--- config.mk ---
export PLATFORM = sky130hd
export DESIGN_NAME = gpc_modadd
export DESIGN_NICKNAME = d
export VERILOG_FILES = /design/src/rtl/core/gpc_pkg.sv /design/src/rtl/core/gpc_modadd.sv
export SDC_FILE = /design/constraint.sdc
export NUM_CORES = 1
export LEC_CHECK = 0
export BUFFER_PORTS_ARGS = -buffer_cell sky130_fd_sc_hd__buf_2
export CAP_MARGIN = 20
export CORE_ASPECT_RATIO = 1.75
export CORE_UTILIZATION = 59
export DETAILED_ROUTE_END_ITERATION = 6
export GPL_ROUTABILITY_DRIVEN = 1
export PLACE_DENSITY = 0.91
export SYNTH_ARGS = -nofsm -noshare
export SYNTH_HDL_FRONTEND = slang
export SYNTH_SLANG_ARGS = --single-unit
--- constraint.sdc ---
create_clock -name vclk -period 6.94
set_input_delay 0.694 -clock vclk [all_inputs]
set_output_delay 0.694 -clock vclk [all_outputs]
set_load 0.02 [all_outputs]
--- src/rtl/core/gpc_pkg.sv ---
// Shared constants for the grid path counter: modulus, field widths,
// configuration register indexes and default sizes. No dependencies.
package gpc_pkg;

	localparam int COUNT_W = 30;            // width of one path count
	localparam int CFG_W   = 9;             // width of every configuration register
	localparam int CFG_IDX_W = 2;           // width of the register index

	localparam logic [COUNT_W:0] PATH_MOD = 31'd1000000007;

	localparam int DEF_MAX_COLS = 256;
	localparam int DEF_MAX_CONV = 511;

	typedef enum logic [CFG_IDX_W-1:0] {
		CFG_GRID_ROWS = 2'd0,
		CFG_GRID_COLS = 2'd1,
		CFG_MAX_CONV  = 2'd2
	} cfg_index_t;

endpackage

--- src/rtl/core/gpc_modadd.sv ---
// Modular adder shared by the cell update and the final level sum.
// Depends on gpc_pkg for the count width and modulus.
module gpc_modadd (
	input  logic [gpc_pkg::COUNT_W-1:0] a,
	input  logic [gpc_pkg::COUNT_W-1:0] b,
	output logic [gpc_pkg::COUNT_W-1:0] sum
);

	logic [gpc_pkg::COUNT_W:0] raw;
	logic [gpc_pkg::COUNT_W:0] red;

	// Both operands are below the modulus, so one subtract suffices.
	always_comb begin
		raw = {1'b0, a} + {1'b0, b};
		red = raw - gpc_pkg::PATH_MOD;
		if (raw >= gpc_pkg::PATH_MOD) begin
			sum = red[gpc_pkg::COUNT_W-1:0];
		end else begin
			sum = raw[gpc_pkg::COUNT_W-1:0];
		end
	end

endmodule
==> out/results.ini <==
[clock_network]
ctsHoldBuffers=0
cts_setup_buffers=0
postCtsResizedCells=0

[cells_and_area]
clkbuf_count=0
seq_area_um2=0
final_layout_size_suffix_gt1_frac=0.245
diodes=0
nets=572
syn_to_final_growth_pct=15.6
final_cell_mix=buf_2 (90), a21oi_1 (45), xnor2_1 (42), nand2_1 (38), ha_1 (31)
nFlopsAndLatches=0
final_common_cell=buf_2

[grt]
grt_overflow=0
met1_usage=0.312
gr-usage-all-layers=0.362
grt_max_degree=22
grt_pass1_wl_mm=14.4
grt_use_met2=0.675
busiest_layer=met2
antenna_found_initial=0
first_global_vias=3486
met3_usage=0.0976

[timing]
fin_crit_ps=5640
hold_viol_final=0
fin_ws_ps=1300
fmax_mhz=177
slew_headroom=0.330
timing.final.crit_share=0.813
setup_viol=0
worst_slew_pin_slew_ps=1000
fin_setup_tns_ps=0
drv_slew=0
rsz0062_at_grt=false

[detailed_routing]
vias=3434
drcViolationCount=0
ant_nets=0
routedWlPerCell_um=15.7
drt_wl_total_mm=8.29
viasPerCell=6.49
drt_pre_antenna_iters=7
drt_iter0_markers=122

[critical_path]
path_max_fanout=21
critPathCaptureType=output pin
cp-start-kind=input port
cp.required_ps=6250
crit_end=sum[14]
worstPathArrival_ps=4950
critPathLaunch=b[0]
crit_type=input port to output pin

[synth]
netlist_instances=405
synth_compound_area_frac=0.343
syn_nets=497
synth_top_area_cell=ha_1
synthMuxAreaShare=0.0116
synth_top_family_by_area=compound AO/OA/AOI/OAI gates
synth_xor_area_frac=0.178
yosys-top-cells-area=ha_1 (14%), xnor2_1 (13%), a21oi_1 (8.0%), nand2_1 (5.1%), xor2_1 (4.7%)
synthSimpleGateAreaFrac=0.274
synth_top_area_share=0.138
synth.distinct_cells=67
synth_fa_ha_area_frac=0.146
yosys_warnings=0
yosysSeqAreaShare=0
syn_area_um2=2800
synth_area_per_cell_um2=6.92

[power_and_ir_drop]
p_leak_nw=1.46
p_per_area_nw_per_um2=186
vdd_drop_max_mv=0.168

[placed_design]
dp_hpwl_mm=6.99
gp_congestion=0.975
post-place-ws_ps=1340
port_buffers=90

[status]
outcome=finished clean

[die]
die_w_um=54.1
die_h_um=93.2
io_pins=90
die_area_um2=5040
row_count=32
start_util=0.625
coreArea_um2=4480

[job]
cap_violations=0

[worst_hold_path]
hold_path.class=input port to output pin

==> metrics by stage <==
| stage | area [um^2] | utilization | power (W) | instances | hold WS [ps] |
|---|---|---|---|---|---|
| after global placement | 3240 | 0.722 | 0.000582 | 529 | 1850 |
| after global routing | 3240 | 0.722 | 0.000657 | 529 | 1910 |
| after detailed placement | 3240 | 0.722 | 0.000593 | 529 | 1870 |
| after floorplan | 2800 | - | 0.000439 | 405 | 1690 |
| after CTS | 3240 | 0.722 | 0.000595 | 529 | 1870 |
| final | 3240 | 0.722 | 0.000603 | 529 | 1870 |
==> cell usage after synthesis, types with 3 or more instances <==
cell	count
inv_1	13
nor2b_1	4
nand3_1	9
xnor2_1	42
o211ai_1	5
o21ai_1	5
o31ai_1	4
or3_1	4
nand2b_1	7
and4_1	4
ha_1	31
a211oi_1	5
a31oi_1	3
o21bai_1	4
a21o_1	12
nor3_2	4
o21ai_0	20
o21a_1	6
a311oi_1	3
nor3_1	12
a21oi_1	45
nor2_1	27
clkbuf_1	9
nand4_1	7
nand2_1	38
xor2_1	15
and3_1	8
buf_2	8
and2_1	3
==> routing by layer <==
layer / vias up / wire [um] / share of wire
li1: 1655 / - / -
met1: 1590 / 2830 / 0.34
met5: - / 0 / 0
met2: 151 / 4730 / 0.57
met3: 38 / 337 / 0.041
met4: 0 / 391 / 0.047
==> cell type report <==
cell class                      count  area (um^2)
Multi-Input combinational cell    374         2670
Inverter                           13         48.8
Fill cell                         386         1250
Timing Repair Buffer               91          458
Tap cell                           51         63.8
==> cell families (layout without fill, tap and decap cells) <==
| group | count (synthesis) | in the layout |
|---|---|---|
| buffers and inverters | 31 | 104 |
| adder cells (fa/ha/maj) | 32 | 32 |
| AO/OA/AOI/OAI | 140 | 140 |
| AND/OR/NAND/NOR | 142 | 142 |
| multiplexers | 3 | 3 |
| XOR/XNOR | 57 | 57 |
==> critical path, cell delays in order <==
cell      delay [ps]
buf_2             80
ha_1             160
inv_1             60
fa_1             440
nand2b_2         240
a211oi_2         400
o211a_1          250
o21ai_1           80
a21oi_1          280
nor3_1           110
nor3b_2          430
o311ai_2         190
o211ai_2         820
buf_4            290
a21oi_1           60
xnor2_1          170
buf_2            190
==> how the worst min path moves through the flow <==
stage / start / slack (ps) / depth (start not counted) / to
2_1_floorplan: b[0] / 1690 / 2 / sum[0]
3_3_place_gp: b[0] / 1850 / 4 / sum[0]
3_5_place_dp: b[0] / 1870 / 4 / sum[0]
4_1_cts: b[0] / 1870 / 4 / sum[0]
5_1_grt: b[0] / 1910 / 4 / sum[0]
6_report: b[0] / 1870 / 4 / sum[0]
==> report_power, final <==
part	switching (W)	internal (W)	total [W]
combinational	0.000379	0.000225	0.000603
sequential	0	0	0
clock	0	0	0
(Power assumes the default switching activity.)
